File: src/rtl/core/ffha_pkg.sv
// Shared types and constants of the first-fit heap allocator.
package ffha_pkg;

  localparam int HEADER_BYTES = 16;
  localparam int HDR_WORDS    = HEADER_BYTES / 4;
  localparam int SPLIT_MIN    = 2 * HEADER_BYTES;
  localparam int MIN_HEAP     = 32;

  localparam logic [1:0] REQ_ALLOC   = 2'd0;
  localparam logic [1:0] REQ_FREE    = 2'd1;
  localparam logic [1:0] REQ_REALLOC = 2'd2;

  localparam logic [1:0] STS_OK        = 2'd0;
  localparam logic [1:0] STS_NO_SPACE  = 2'd1;
  localparam logic [1:0] STS_BAD_BLOCK = 2'd2;

  localparam logic CFG_HEAP_BASE  = 1'b0;
  localparam logic CFG_HEAP_BYTES = 1'b1;

  typedef enum logic [4:0] {
    OP_CLR, OP_IDLE, OP_DISP, OP_LCHK, OP_RCHK, OP_G1, OP_G2, OP_G3,
    OP_AWALK, OP_AHIT, OP_SP1, OP_SP2, OP_SP3, OP_FRD, OP_FLD, OP_FCLR,
    OP_FNCHK, OP_FM1, OP_FM2, OP_FM3, OP_FPRD, OP_FPCHK, OP_FP2, OP_FP3,
    OP_DONE
  } op_t;

  typedef struct packed {
    op_t  op;
    logic take;
    logic load_out;
  } cmd_t;

  typedef struct packed {
    logic clr_last;
    logic k_alloc;
    logic k_look;
    logic mvreq;
    logic lbad;
    logic hbad;
    logic shrink;
    logic rd_next_zero;
    logic rd_used;
    logic grow_ok;
    logic fit;
    logic split_ok;
    logic nx_zero;
    logic s_zero;
    logic grow;
  } dp_status_t;

endpackage

File: src/rtl/core/ffha_ctrl.sv
// Allocator controller: request sequencing and result handshake.
module ffha_ctrl
  import ffha_pkg::*;
(
  input  logic       clk,
  input  logic       rst,
  input  logic       cfg_we,
  input  logic       req_valid,
  input  logic       rsp_ready,
  input  dp_status_t sts,
  output logic       req_ready,
  output logic       rsp_valid,
  output cmd_t       cmd
);

  typedef enum logic [24:0] {
    S_CLR   = 25'h0000001, S_IDLE  = 25'h0000002, S_DISP  = 25'h0000004,
    S_LCHK  = 25'h0000008, S_RCHK  = 25'h0000010, S_G1    = 25'h0000020,
    S_G2    = 25'h0000040, S_G3    = 25'h0000080, S_AWALK = 25'h0000100,
    S_AHIT  = 25'h0000200, S_SP1   = 25'h0000400, S_SP2   = 25'h0000800,
    S_SP3   = 25'h0001000, S_FRD   = 25'h0002000, S_FLD   = 25'h0004000,
    S_FCLR  = 25'h0008000, S_FNCHK = 25'h0010000, S_FM1   = 25'h0020000,
    S_FM2   = 25'h0040000, S_FM3   = 25'h0080000, S_FPRD  = 25'h0100000,
    S_FPCHK = 25'h0200000, S_FP2   = 25'h0400000, S_FP3   = 25'h0800000,
    S_DONE  = 25'h1000000
  } state_t;

  state_t state, state_next;
  op_t    op;
  logic   load_out;

  assign req_ready    = (state == S_IDLE);
  assign load_out     = (state == S_DONE) && (!rsp_valid || rsp_ready);
  assign cmd.op       = op;
  assign cmd.take     = (state == S_IDLE) && req_valid;
  assign cmd.load_out = load_out;

  always_comb begin
    state_next = state;
    op = OP_IDLE;
    case (state)
      S_CLR: begin
        op = OP_CLR;
        if (sts.clr_last) state_next = S_IDLE;
      end
      S_IDLE: begin
        op = OP_IDLE;
        if (req_valid) state_next = S_DISP;
      end
      S_DISP: begin
        op = OP_DISP;
        if (sts.k_alloc) state_next = S_AWALK;
        else if (sts.k_look && !sts.lbad) state_next = S_LCHK;
        else state_next = S_DONE;
      end
      S_LCHK: begin
        op = OP_LCHK;
        if (sts.hbad) state_next = S_DONE;
        else if (!sts.mvreq) state_next = S_FCLR;
        else if (sts.shrink) state_next = S_DONE;
        else if (sts.rd_next_zero) state_next = S_AWALK;
        else state_next = S_RCHK;
      end
      S_RCHK: begin
        op = OP_RCHK;
        state_next = sts.grow_ok ? S_G1 : S_AWALK;
      end
      S_G1: begin
        op = OP_G1;
        state_next = S_G2;
      end
      S_G2: begin
        op = OP_G2;
        state_next = S_G3;
      end
      S_G3: begin
        op = OP_G3;
        state_next = sts.split_ok ? S_SP1 : S_DONE;
      end
      S_AWALK: begin
        op = OP_AWALK;
        if (sts.fit) state_next = S_AHIT;
        else if (sts.rd_next_zero) state_next = S_DONE;
      end
      S_AHIT: begin
        op = OP_AHIT;
        if (sts.split_ok) state_next = S_SP1;
        else if (sts.mvreq) state_next = S_FRD;
        else state_next = S_DONE;
      end
      S_SP1: begin
        op = OP_SP1;
        state_next = S_SP2;
      end
      S_SP2: begin
        op = OP_SP2;
        state_next = S_SP3;
      end
      S_SP3: begin
        op = OP_SP3;
        state_next = (!sts.grow && sts.mvreq) ? S_FRD : S_DONE;
      end
      S_FRD: begin
        op = OP_FRD;
        state_next = S_FLD;
      end
      S_FLD: begin
        op = OP_FLD;
        state_next = S_FCLR;
      end
      S_FCLR: begin
        op = OP_FCLR;
        state_next = sts.nx_zero ? S_FPRD : S_FNCHK;
      end
      S_FNCHK: begin
        op = OP_FNCHK;
        state_next = sts.rd_used ? S_FPRD : S_FM1;
      end
      S_FM1: begin
        op = OP_FM1;
        state_next = S_FM2;
      end
      S_FM2: begin
        op = OP_FM2;
        state_next = S_FM3;
      end
      S_FM3: begin
        op = OP_FM3;
        state_next = S_FPRD;
      end
      S_FPRD: begin
        op = OP_FPRD;
        state_next = sts.s_zero ? S_DONE : S_FPCHK;
      end
      S_FPCHK: begin
        op = OP_FPCHK;
        state_next = sts.rd_used ? S_DONE : S_FP2;
      end
      S_FP2: begin
        op = OP_FP2;
        state_next = S_FP3;
      end
      S_FP3: begin
        op = OP_FP3;
        state_next = S_DONE;
      end
      S_DONE: begin
        op = OP_DONE;
        if (load_out) state_next = S_IDLE;
      end
      default: state_next = S_CLR;
    endcase
    if (cfg_we) state_next = S_CLR;
  end

  always_ff @(posedge clk) begin
    if (rst) begin
      state     <= S_CLR;
      rsp_valid <= 1'b0;
    end else begin
      state <= state_next;
      if (load_out) rsp_valid <= 1'b1;
      else if (rsp_ready) rsp_valid <= 1'b0;
    end
  end

endmodule
File: config.mk
export PLATFORM = sky130hd
export DESIGN_NAME = ffha_ctrl
export DESIGN_NICKNAME = d
export VERILOG_FILES = /design/src/rtl/core/ffha_pkg.sv /design/src/rtl/core/ffha_ctrl.sv
export SDC_FILE = /design/constraint.sdc
export NUM_CORES = 1
export LEC_CHECK = 0
export ABC_AREA = 1
export BUFFER_PORTS_ARGS = -buffer_cell sky130_fd_sc_hd__buf_2
export CAP_MARGIN = 10
export CORE_AREA = 2 2 64 66
export DETAILED_ROUTE_END_ITERATION = 10
export DIE_AREA = 0 0 66 68
export MAX_ROUTING_LAYER = met4
export PLACE_DENSITY = 0.76
export RECOVER_POWER = 50
export SKIP_LAST_GASP = 1
export SLEW_MARGIN = 25
export SYNTH_ARGS = -nofsm -noshare
export SYNTH_HDL_FRONTEND = slang
export SYNTH_SLANG_ARGS = --single-unit
File: constraint.sdc
create_clock -name clk -period 4.1 [get_ports clk]
set_input_delay 0.205 -clock clk [delete_from_list [all_inputs] [get_ports clk]]
set_output_delay 0.205 -clock clk [all_outputs]
set_load 0.005 [all_outputs]
=== After elaboration in Yosys (flattened, before gate mapping) ===
Index checks and enable logic that the tools add are counted.

* Register bits after elaboration: 26
* Output and inout port bits: 9
* Logic and storage cells: 66

* Multiplexer cells: 24
* Eq/ne operators: 29
* Reductions and logical operators: 11

{| class="wikitable"
|+ Operator list
! kind !! count
|-
| $pmux W25 S25 || 1
|-
| $mux W25 || 16
|-
| $pmux W5 S24 || 1
|-
| $mux W21 || 2
|-
| $eq A25 B1 Y1 const B || 1
|-
| $eq A25 B10 Y1 const B || 1
|-
| $eq A25 B11 Y1 const B || 1
|-
| $eq A25 B12 Y1 const B || 1
|-
| $eq A25 B13 Y1 const B || 1
|-
| $eq A25 B14 Y1 const B || 1
|-
| $eq A25 B15 Y1 const B || 1
|-
| $eq A25 B16 Y1 const B || 1
|-
| $eq A25 B17 Y1 const B || 1
|-
| $eq A25 B18 Y1 const B || 1
|-
| $eq A25 B19 Y1 const B || 1
|-
| $eq A25 B2 Y1 const B || 1
|-
| $eq A25 B20 Y1 const B || 1
|-
| $eq A25 B21 Y1 const B || 1
|-
| $eq A25 B22 Y1 const B || 1
|-
| $eq A25 B23 Y1 const B || 1
|-
| $eq A25 B24 Y1 const B || 1
|-
| $eq A25 B25 Y1 const B || 1
|-
| $eq A25 B3 Y1 const B || 1
|-
| $eq A25 B4 Y1 const B || 1
|-
| 15 further kinds || 24
|}

=== Logic depth before layout (Yosys ltp) ===
Gate-level depths: netlist (run 1).

* Depth after elaboration: 5
* Mapped depth: 13
* Depth with buffers taken out: 12

=== Least setup slack after synthesis (run 1) ===
Ideal clock, no wire load.

* Kind: reg2reg
* Start: register state[16]
* End: register state[15]
* Arrival time: 1536 ps
* Buffers on the path: 2
* Cell stages (with the launch flop): 14
* Setup slack: 2447 ps
* Data required time: 3983 ps
* Library setup time: 117 ps
* Path through: dfxtp_1 > nor2_2 > nand2_2 > nor2_4 > nand2_4 > buf_6 > nor2_1 > nor2_1 > nand2_1 > nor2_1 > nand3_2 > nand2_2 > buf_6 > nor2_2

* Longest elaborated chain between the ends: 4

{| class="wikitable"
|+ RTL lines
! item !! line !! source
|-
| from (decl) || ffha_ctrl.sv:28 || <nowiki>state_t state, state_next;</nowiki>
|-
| from (signal assigned) || ffha_ctrl.sv:161 || <nowiki>state <= state_next;</nowiki>
|-
| $eq A25 B25 Y1 || ffha_ctrl.sv:33, ffha_ctrl.sv:41 ||
|-
| $logic_and A1 B1 Y1 || ffha_ctrl.sv:33 || <nowiki>assign load_out = (state == S_DONE) && (!rsp_valid || rsp_ready);</nowiki>
|-
| $ne A2 B2 Y1 (no source line) || -- ||
|-
| $reduce_and A4 Y1 (no source line) || -- ||
|}

Several ways; a longest one is shown, not always the timed one.
A chain may end at the register's enable or synchronous reset.

==> flow_summary.toml, run 1 <==
[status]
status = "complete, no violations"

[clocking]
post_cts_buffers = 0
cts_root_buffer = "clkbuf_8"
hold_buffers = 0
htreeDepth = 1
postCtsResizedCells = 0
clock-sinks = 26
cts_buffer_depth = 2
clk_pin_slew_worst_paths_ns = 0.09
numCtsBuffers = 3
cts_tree = "built"
clk_latency_ns = 0.27

[min_path]
min_to = "rsp_valid"
hold_class = "in2reg"
min_from = "rst"
hold_path_depth = 2

[floorplanning]
row_count = 23
die_area_um2 = 4490
die_h_um = 68
initial_core_util = 0.529
pin_count = 29
die_w_um = 66
core_um2 = 3860

[yosys]
yosysWarnings = 0
yosysMostFrequentCell = "nor2_1"
avgSynthCellArea_um2 = 5.89
synthDominantCellAreaShare = 0.255
yosys.area.top_type = "dfxtp_1"
synth_edf_count = 0
syn_inst = 346
synthTopCellsByCount = "79 x nor2_1, 68 x nand2_1, 52 x inv_1, 32 x nand3_1, 26 x dfxtp_1"
ys_seq_area_frac = 0.255
netlist_top_cells_area = "dfxtp_1 26%, nor2_1 15%, nand2_1 13%"
ys_ff_latch = 26
syn-num-nets = 366
syn_area_um2 = 2040
synthFlopType = "dfxtp_1"
async_flop_share = 0
synth_cell_types = 25

[power_and_ir_drop]
power_density_nw_per_um2 = 205
finalPower_w = 0.000447
leakagePower_nw = 1.08
vdd.ir_drop.worst_mv = 0.122

[worst_setup_path]
crit_path_end_kind = "primary output"
arrival_ns = 2.73
worstPathRequired_ns = 3.89
r2r-end = "state[7]"
cp_max_fo = 10
r2r_cells = 11
startpoint_type = "register"
regToRegSetupSlack_ns = 1.45
crit_type = "reg2out"
reg2reg_from = "state[4]"

[place]
dp.cells = 419
pre_cts_slack_ns = 2.05
portBuffers = 28
place_congestion = 0.954
dp_hpwl_mm = 4.04

[timing]
period_share = 0.715
max_freq_ghz = 0.341
fin_ws_ns = 1.17
hold_violations = 0
finalSetupViolCount = 0
skew_ns = 0.00322
fin_crit_ns = 2.93
worst_slew_pin_slew_ns = 0.657
slew_headroom = 0.561
drv_slew = 0
rsz0062_at_grt = "false"
fin_tns_setup_ns = 0

[global_routing]
track_usage = 0.240
grt_max_degree = 17
grt-ovfl-total = 0
grt_pass1_wl_mm = 8.07
antenna_found_initial = 0
grt_pass1_vias = 1849

[route]
vias_per_cell = 5.09
routed_wl_mm = 4.96
drt-pass1-iter-count = 4
drcViolationCount = 0
wl_per_cell_um = 11.8
drt_first_iter_violations = 101
ant_nets = 0
vias = 2150

[finish]
drive_gt1_frac = 0.169
finalNonFillerCells = 422
post-route-util = 0.567
antenna_cells = 0
areaGrowthSynthToFinish_pct = 7.18
finalNetCount = 394

[flow_run]
maxCapViolCount = 0
power breakdown:
part           leakage (nW)  total (W)  switching (W)  internal, W
Clock                0.0216   0.000148      0.0000825    0.0000660
Sequential            0.210   0.000254    0.000000725     0.000254
Combinational         0.846  0.0000445      0.0000293    0.0000152
Total                  1.08   0.000447       0.000113     0.000335
how the worst max path moves through the flow:
stage | cells after the start | from | slack (ns) | to
after CTS | 8 | state[24] | 1.78 | cmd[2]
final | 10 | state[4] | 1.17 | cmd[2]
after global placement | 8 | state[24] | 2.11 | cmd[2]
after global routing | 11 | state[4] | 0.91 | cmd[2]
after floorplan | 13 | state[16] | 2.45 | state[15]
after detailed placement | 9 | state[24] | 2.05 | state[7]
logic make-up after synthesis:
kind of cell    share of synthesized area
compound gates                     0.0350
simple gates                        0.589
flops                               0.255
buf+inv                             0.120
cell type report:
| cell class | instances | area [um2] |
|---|---|---|
| flip-flops and latches | 26 | 520 |
| inverters | 53 | 204 |
| repair buffers | 28 | 140 |
| clock buffers | 3 | 41.3 |
| fillers | 419 | 1670 |
| well taps | 50 | 62.6 |
| multi-input cells | 262 | 1220 |
stage by stage:
step	hold WS (ns)	cell area, um2
floorplan	0.277	2040
global route	0.0887	2180
CTS	0.0953	2240
global placement	0.381	2200
detailed placement	0.389	2200
finish	0.0934	2180
worst max-delay path, stage by stage (launching register included):
cell and delay, ns:
dfxtp_1 0.34, nor2_1 0.20, nand2_1 0.16, nor2_1 0.55, nand2_1 0.43, clkinv_4 0.18
nand4_1 0.17, nand4_1 0.13, nor3_1 0.05, o21ai_0 0.08, buf_2 0.15
cell usage in the layout (no fill, tap or decap):
cell      count
nor3_1       17
nand2_1      72
nor4_1        2
clkinv_4      1
buf_2        28
a31oi_1       1
nor2_1       86
nand2_4       1
o21ai_0       6
a21oi_1       4
nand3_1      32
or2_2         1
clkbuf_8      3
inv_1        52
nand3_2       1
o211ai_1      1
nor2_4        4
a211oi_1      1
nand4_1       8
nand2_2       4
nand3b_1      1
nor2_2       19
dfxtp_1      26
nor2_8        1
state kept, by name, summed over array words and instances, names as in the netlist:
signal,count
rsp_valid,1
state,25
layer usage:
layer  share of wire  track usage  vias up  wire (um)
met4           0.011       0.0536        0         56
met1            0.48        0.319      944       2390
met2            0.45        0.398       66       2220
met3           0.060       0.0230        7        296
li1                -            -     1133          -
met5               0            -        -          0
(Power assumes the default switching activity.)
==> run 2: changes to the inputs <==
- CORE_AREA: 2 2 64 66 -> 2 2 66 68
- DIE_AREA: 0 0 66 68 -> 0 0 68 70
- PLACE_DENSITY: 0.76 -> 0.75
- clock period: 4.1 -> 2.6 ns (I/O delays scaled with it)
==> run 2 against run 1 <==
Compared with the run above:
- flip-flop and latch count did not move
- non-clock buffer count did not move
- combinational power rose by 70%
- critical endpoint unchanged
- largest cell class unchanged
- largest power group unchanged
==> flow_summary.toml, run 2 (synthesized netlist as in run 1, its figures left out) <==
[status]
status = "complete, no violations"

[clocking]
htreeDepth = 1
cts_root_buffer = "clkbuf_8"
clock-sinks = 26
clk_pin_slew_worst_paths_ns = 0.09
post_cts_buffers = 0
postCtsResizedCells = 0
cts_buffer_depth = 2
clk_latency_ns = 0.27
hold_buffers = 0
numCtsBuffers = 3
cts_tree = "built"

[worst_setup_path]
path_cells = "nor2_1 -> nand2_1 -> nor2_4 -> nand2_4 -> nor2_1 -> nor2_1 -> nand3_1 -> nor3_1 -> o21ai_0 -> buf_2"
cp_slowest_cell = "dfxtp_1"
r2r-end = "state[14]"
cp_top_family = "simple AND/OR/NAND/NOR gates"
arrival_ns = 2.25
cp_max_fo = 16
crit_path_end_kind = "primary output"
crit_type = "reg2out"
worstPathRequired_ns = 2.47
r2r_cells = 11
slowest_delay_ns = 0.35
cp_common_cell = "nor2_1"
reg2reg_from = "state[16]"
startpoint_type = "register"
regToRegSetupSlack_ns = 0.41
path_buf_inv = 1

[finish]
layout_common_cells = "84 x nor2_1, 69 x nand2_1, 52 x inv_1"
antenna_cells = 0
reg_top3 = "state x25, rsp_valid x1"
largest_register = "state"
largest_reg_flops = 25
drive_gt1_frac = 0.183
fill_cells = 449
finalNetCount = 394
areaGrowthSynthToFinish_pct = 9.33
layout_commonest_cell = "nor2_1"

[floorplanning]
die_w_um = 68
die_h_um = 70
initial_core_util = 0.492
die_area_um2 = 4760
pin_count = 29
row_count = 24
core_um2 = 4140

[global_routing]
track_usage = 0.243
grt_max_degree = 17
grt_pass1_wl_mm = 8.73
grt-ovfl-total = 0
grt_pass1_vias = 1998
antenna_found_initial = 0

[route]
vias = 2156
ant_nets = 0
drt_first_iter_violations = 114
routed_wl_mm = 5.29
wl_per_cell_um = 12.5
drcViolationCount = 0
vias_per_cell = 5.08
drt-pass1-iter-count = 4

[timing]
slew_headroom = 0.695
finalSetupViolCount = 0
drv_slew = 0
rsz0062_at_grt = "false"
period_share = 0.917
fin_crit_ns = 2.38
worst_slew_pin_slew_ns = 0.458
skew_ns = 0.00700
hold_violations = 0
fin_tns_setup_ns = 0
max_freq_ghz = 0.419

[power_and_ir_drop]
leakagePower_nw = 1.08
power_density_nw_per_um2 = 316
vdd.ir_drop.worst_mv = 0.135
finalPower_w = 0.000704

[min_path]
hold_path_depth = 2
min_to = "state[16]"
min_from = "sts[2]"
hold_class = "in2reg"

[place]
place_congestion = 0.934
portBuffers = 28
dp_hpwl_mm = 4.26

[flow_run]
maxCapViolCount = 0
## run 2: where the power goes
group          leakage, nW  switching [W]  internal (W)
Clock               0.0216       0.000124      0.000104
Combinational        0.849      0.0000500     0.0000255
Sequential           0.210     0.00000105      0.000400
## run 2: layout make-up
class / instances / area, um2 / area share
repair buffers: 28 / 140 / 0.0629
flip-flops and latches: 26 / 520 / 0.234
multi-input cells: 262 / 1260 / 0.564
well taps: 52 / 65.1 / 0.0292
inverters: 53 / 204 / 0.0915
clock buffers: 3 / 41.3 / 0.0185
## run 2: layer usage
metal  routed length (um)  vias up  track usage  share of wire
met4                  116        0       0.0756          0.022
met5                    0        -            -              0
met3                  295       13       0.0209          0.056
met1                 2420      946        0.330           0.46
met2                 2460       69        0.379           0.47
li1                     -     1128            -              -
## run 2: through the flow
stage / area, um2 / util / hold slack (ns) / worst slack [ns] / instances
4_1_cts: 2240 / 0.541 / 0.0212 / 0.323 / 424
5_1_grt: 2230 / 0.538 / 0.0195 / 0.0837 / 424
3_3_place_gp: 2200 / 0.531 / 0.304 / 0.610 / 421
6_report: 2230 / 0.538 / 0.0269 / 0.216 / 424
2_1_floorplan: 2040 / - / 0.202 / 0.947 / 346
3_5_place_dp: 2200 / 0.531 / 0.313 / 0.585 / 421
## run 2: worst max-delay path by stage
stage,from,end,slack (ns),cells past startpoint
after floorplan,state[16],state[15],0.95,13
after global placement,state[24],cmd[2],0.61,8
after detailed placement,state[24],state[6],0.59,9
after CTS,state[24],cmd[2],0.32,9
after global routing,state[16],cmd[2],0.08,10
final,state[16],cmd[2],0.22,10
==> run 3: changes to the inputs <==
- PLACE_DENSITY: 0.75 -> 0.81
==> run 3 against run 2 <==
Compared with the run above:
- design area is 0.22% higher
- clock skew is 0.0049 ns lower
- fmax is 1.5% higher
- clock power is 21% higher
- cell count is 0.24% higher
- register-to-register slack hardly changed
- clock-buffer cell count is 1 higher
==> flow_summary.toml, run 3 (synthesized netlist as in run 1, its figures left out) <==
[timing]
finalSetupViolCount = 0
rsz0062_at_grt = "false"
whs_ns = 0.00753
max_freq_ghz = 0.426
fin_tns_setup_ns = 0
worst_slew_pin_slew_ns = 0.489
fin_ws_ns = 0.251
fin_crit_ns = 2.35
drv_slew = 0
skew_ns = 0.00214
slew_headroom = 0.674
hold_violations = 0
period_share = 0.904

[place]
place_congestion = 0.878
pre_cts_slack_ns = 0.528
portBuffers = 28
dp.cells = 421
dp_hpwl_mm = 4.16

[clocking]
cts_root_buffer = "clkbuf_8"
clk_latency_ns = 0.28
numCtsBuffers = 3
htreeDepth = 1
clk_pin_slew_worst_paths_ns = 0.10
cts_buffer_depth = 2
postCtsResizedCells = 0
post_cts_buffers = 0
clock-sinks = 26
hold_buffers = 0
cts_tree = "built"

[finish]
antenna_cells = 0
finalNetCount = 394
layout_common_cells = "84 x nor2_1, 70 x nand2_1, 52 x inv_1"
reg_top3 = "state x25, rsp_valid x1"
layout_commonest_cell = "nor2_1"
areaGrowthSynthToFinish_pct = 9.58
post-route-util = 0.539
largest_reg_flops = 25
largest_register = "state"
finalNonFillerCells = 425
drive_gt1_frac = 0.180

[floorplanning]
core_um2 = 4140
row_count = 24
die_area_um2 = 4760
initial_core_util = 0.492
die_w_um = 68
pin_count = 29
die_h_um = 70

[power_and_ir_drop]
p_seq_frac = 0.534
clkPwrFrac = 0.366
switching_share = 0.252
p_switching_w = 0.000189
power_frac_comb = 0.099
vdd.ir_drop.worst_mv = 0.183
power_density_nw_per_um2 = 336
leakagePower_nw = 1.08
intPower_w = 0.000561

[worst_setup_path]
arrival_ns = 2.22
startpoint_type = "register"
crit_type = "reg2out"
cp_max_fo = 16
crit_path_end_kind = "primary output"
worstPathRequired_ns = 2.47

[route]
vias_per_cell = 5.20
vias = 2212
drt_first_iter_violations = 163
drt-pass1-iter-count = 5
drcViolationCount = 0
wl_per_cell_um = 12.3
routed_wl_mm = 5.21
ant_nets = 0

[global_routing]
track_usage = 0.237
grt_max_degree = 17
grt_pass1_wl_mm = 8.54
grt_pass1_vias = 1981
antenna_found_initial = 0
grt-ovfl-total = 0

[status]
status = "complete, no violations"

[flow_run]
maxCapViolCount = 0

[min_path]
hold_class = "in2reg"
==> run 3: cell type report <==
type                            instances  area, um2
Fill cell                             424       1910
Inverter                               53        204
Multi-Input combinational cell        262       1250
Timing Repair Buffer                   28        139
Sequential cell                        26        520
Clock buffer                            4       55.1
Tap cell                               52       65.1
==> run 3: worst max-delay path, cell delays in order (launching register included) <==
cell and delay (ns):
dfxtp_1 0.53, inv_1 0.22, nand2_4 0.24, nor2_1 0.12, nor2_1 0.12, nand2_1 0.06
nor2_1 0.17, nand2_1 0.07, o21ai_0 0.23, buf_2 0.17
==> run 3: final timing paths <==
| kind | start | endpoint | cells after the start | slack [ns] |
|---|---|---|---|---|
| worst max-delay path | state[24] | cmd[2] | 9 | 0.25 |
| worst min-delay path | rst | rsp_valid | 2 | 0.008 |
| worst max register to register | state[16] | state[6] | 11 | 0.42 |
| worst min register to register | rsp_valid | rsp_valid | 4 | 0.60 |
==> run 3: routing by layer <==
metal	share of wire	wire [um]	track usage
met1	0.45	2360	0.320
met2	0.48	2490	0.382
met3	0.055	288	0.0161
met4	0.014	72	0.0622
met5	0	0	-
==> run 3: power by group through the flow <==
stage | clock [W] | sequential [W] | combinational, W
CTS | 0.000279 | 0.000401 | 0.0000740
detailed placement | 0 | 0.000410 | 0.0000736
global placement | 0 | 0.000410 | 0.0000730
floorplan | 0 | 0.000410 | 0.0000464
global route | 0.000295 | 0.000401 | 0.0000838
finish | 0.000275 | 0.000401 | 0.0000744
==> run 3: through the flow <==
| step | power (W) | area (um2) |
|---|---|---|
| global route | 0.000780 | 2230 |
| detailed placement | 0.000484 | 2200 |
| finish | 0.000750 | 2230 |
| CTS | 0.000754 | 2260 |
| global placement | 0.000483 | 2200 |
| floorplan | 0.000456 | 2040 |
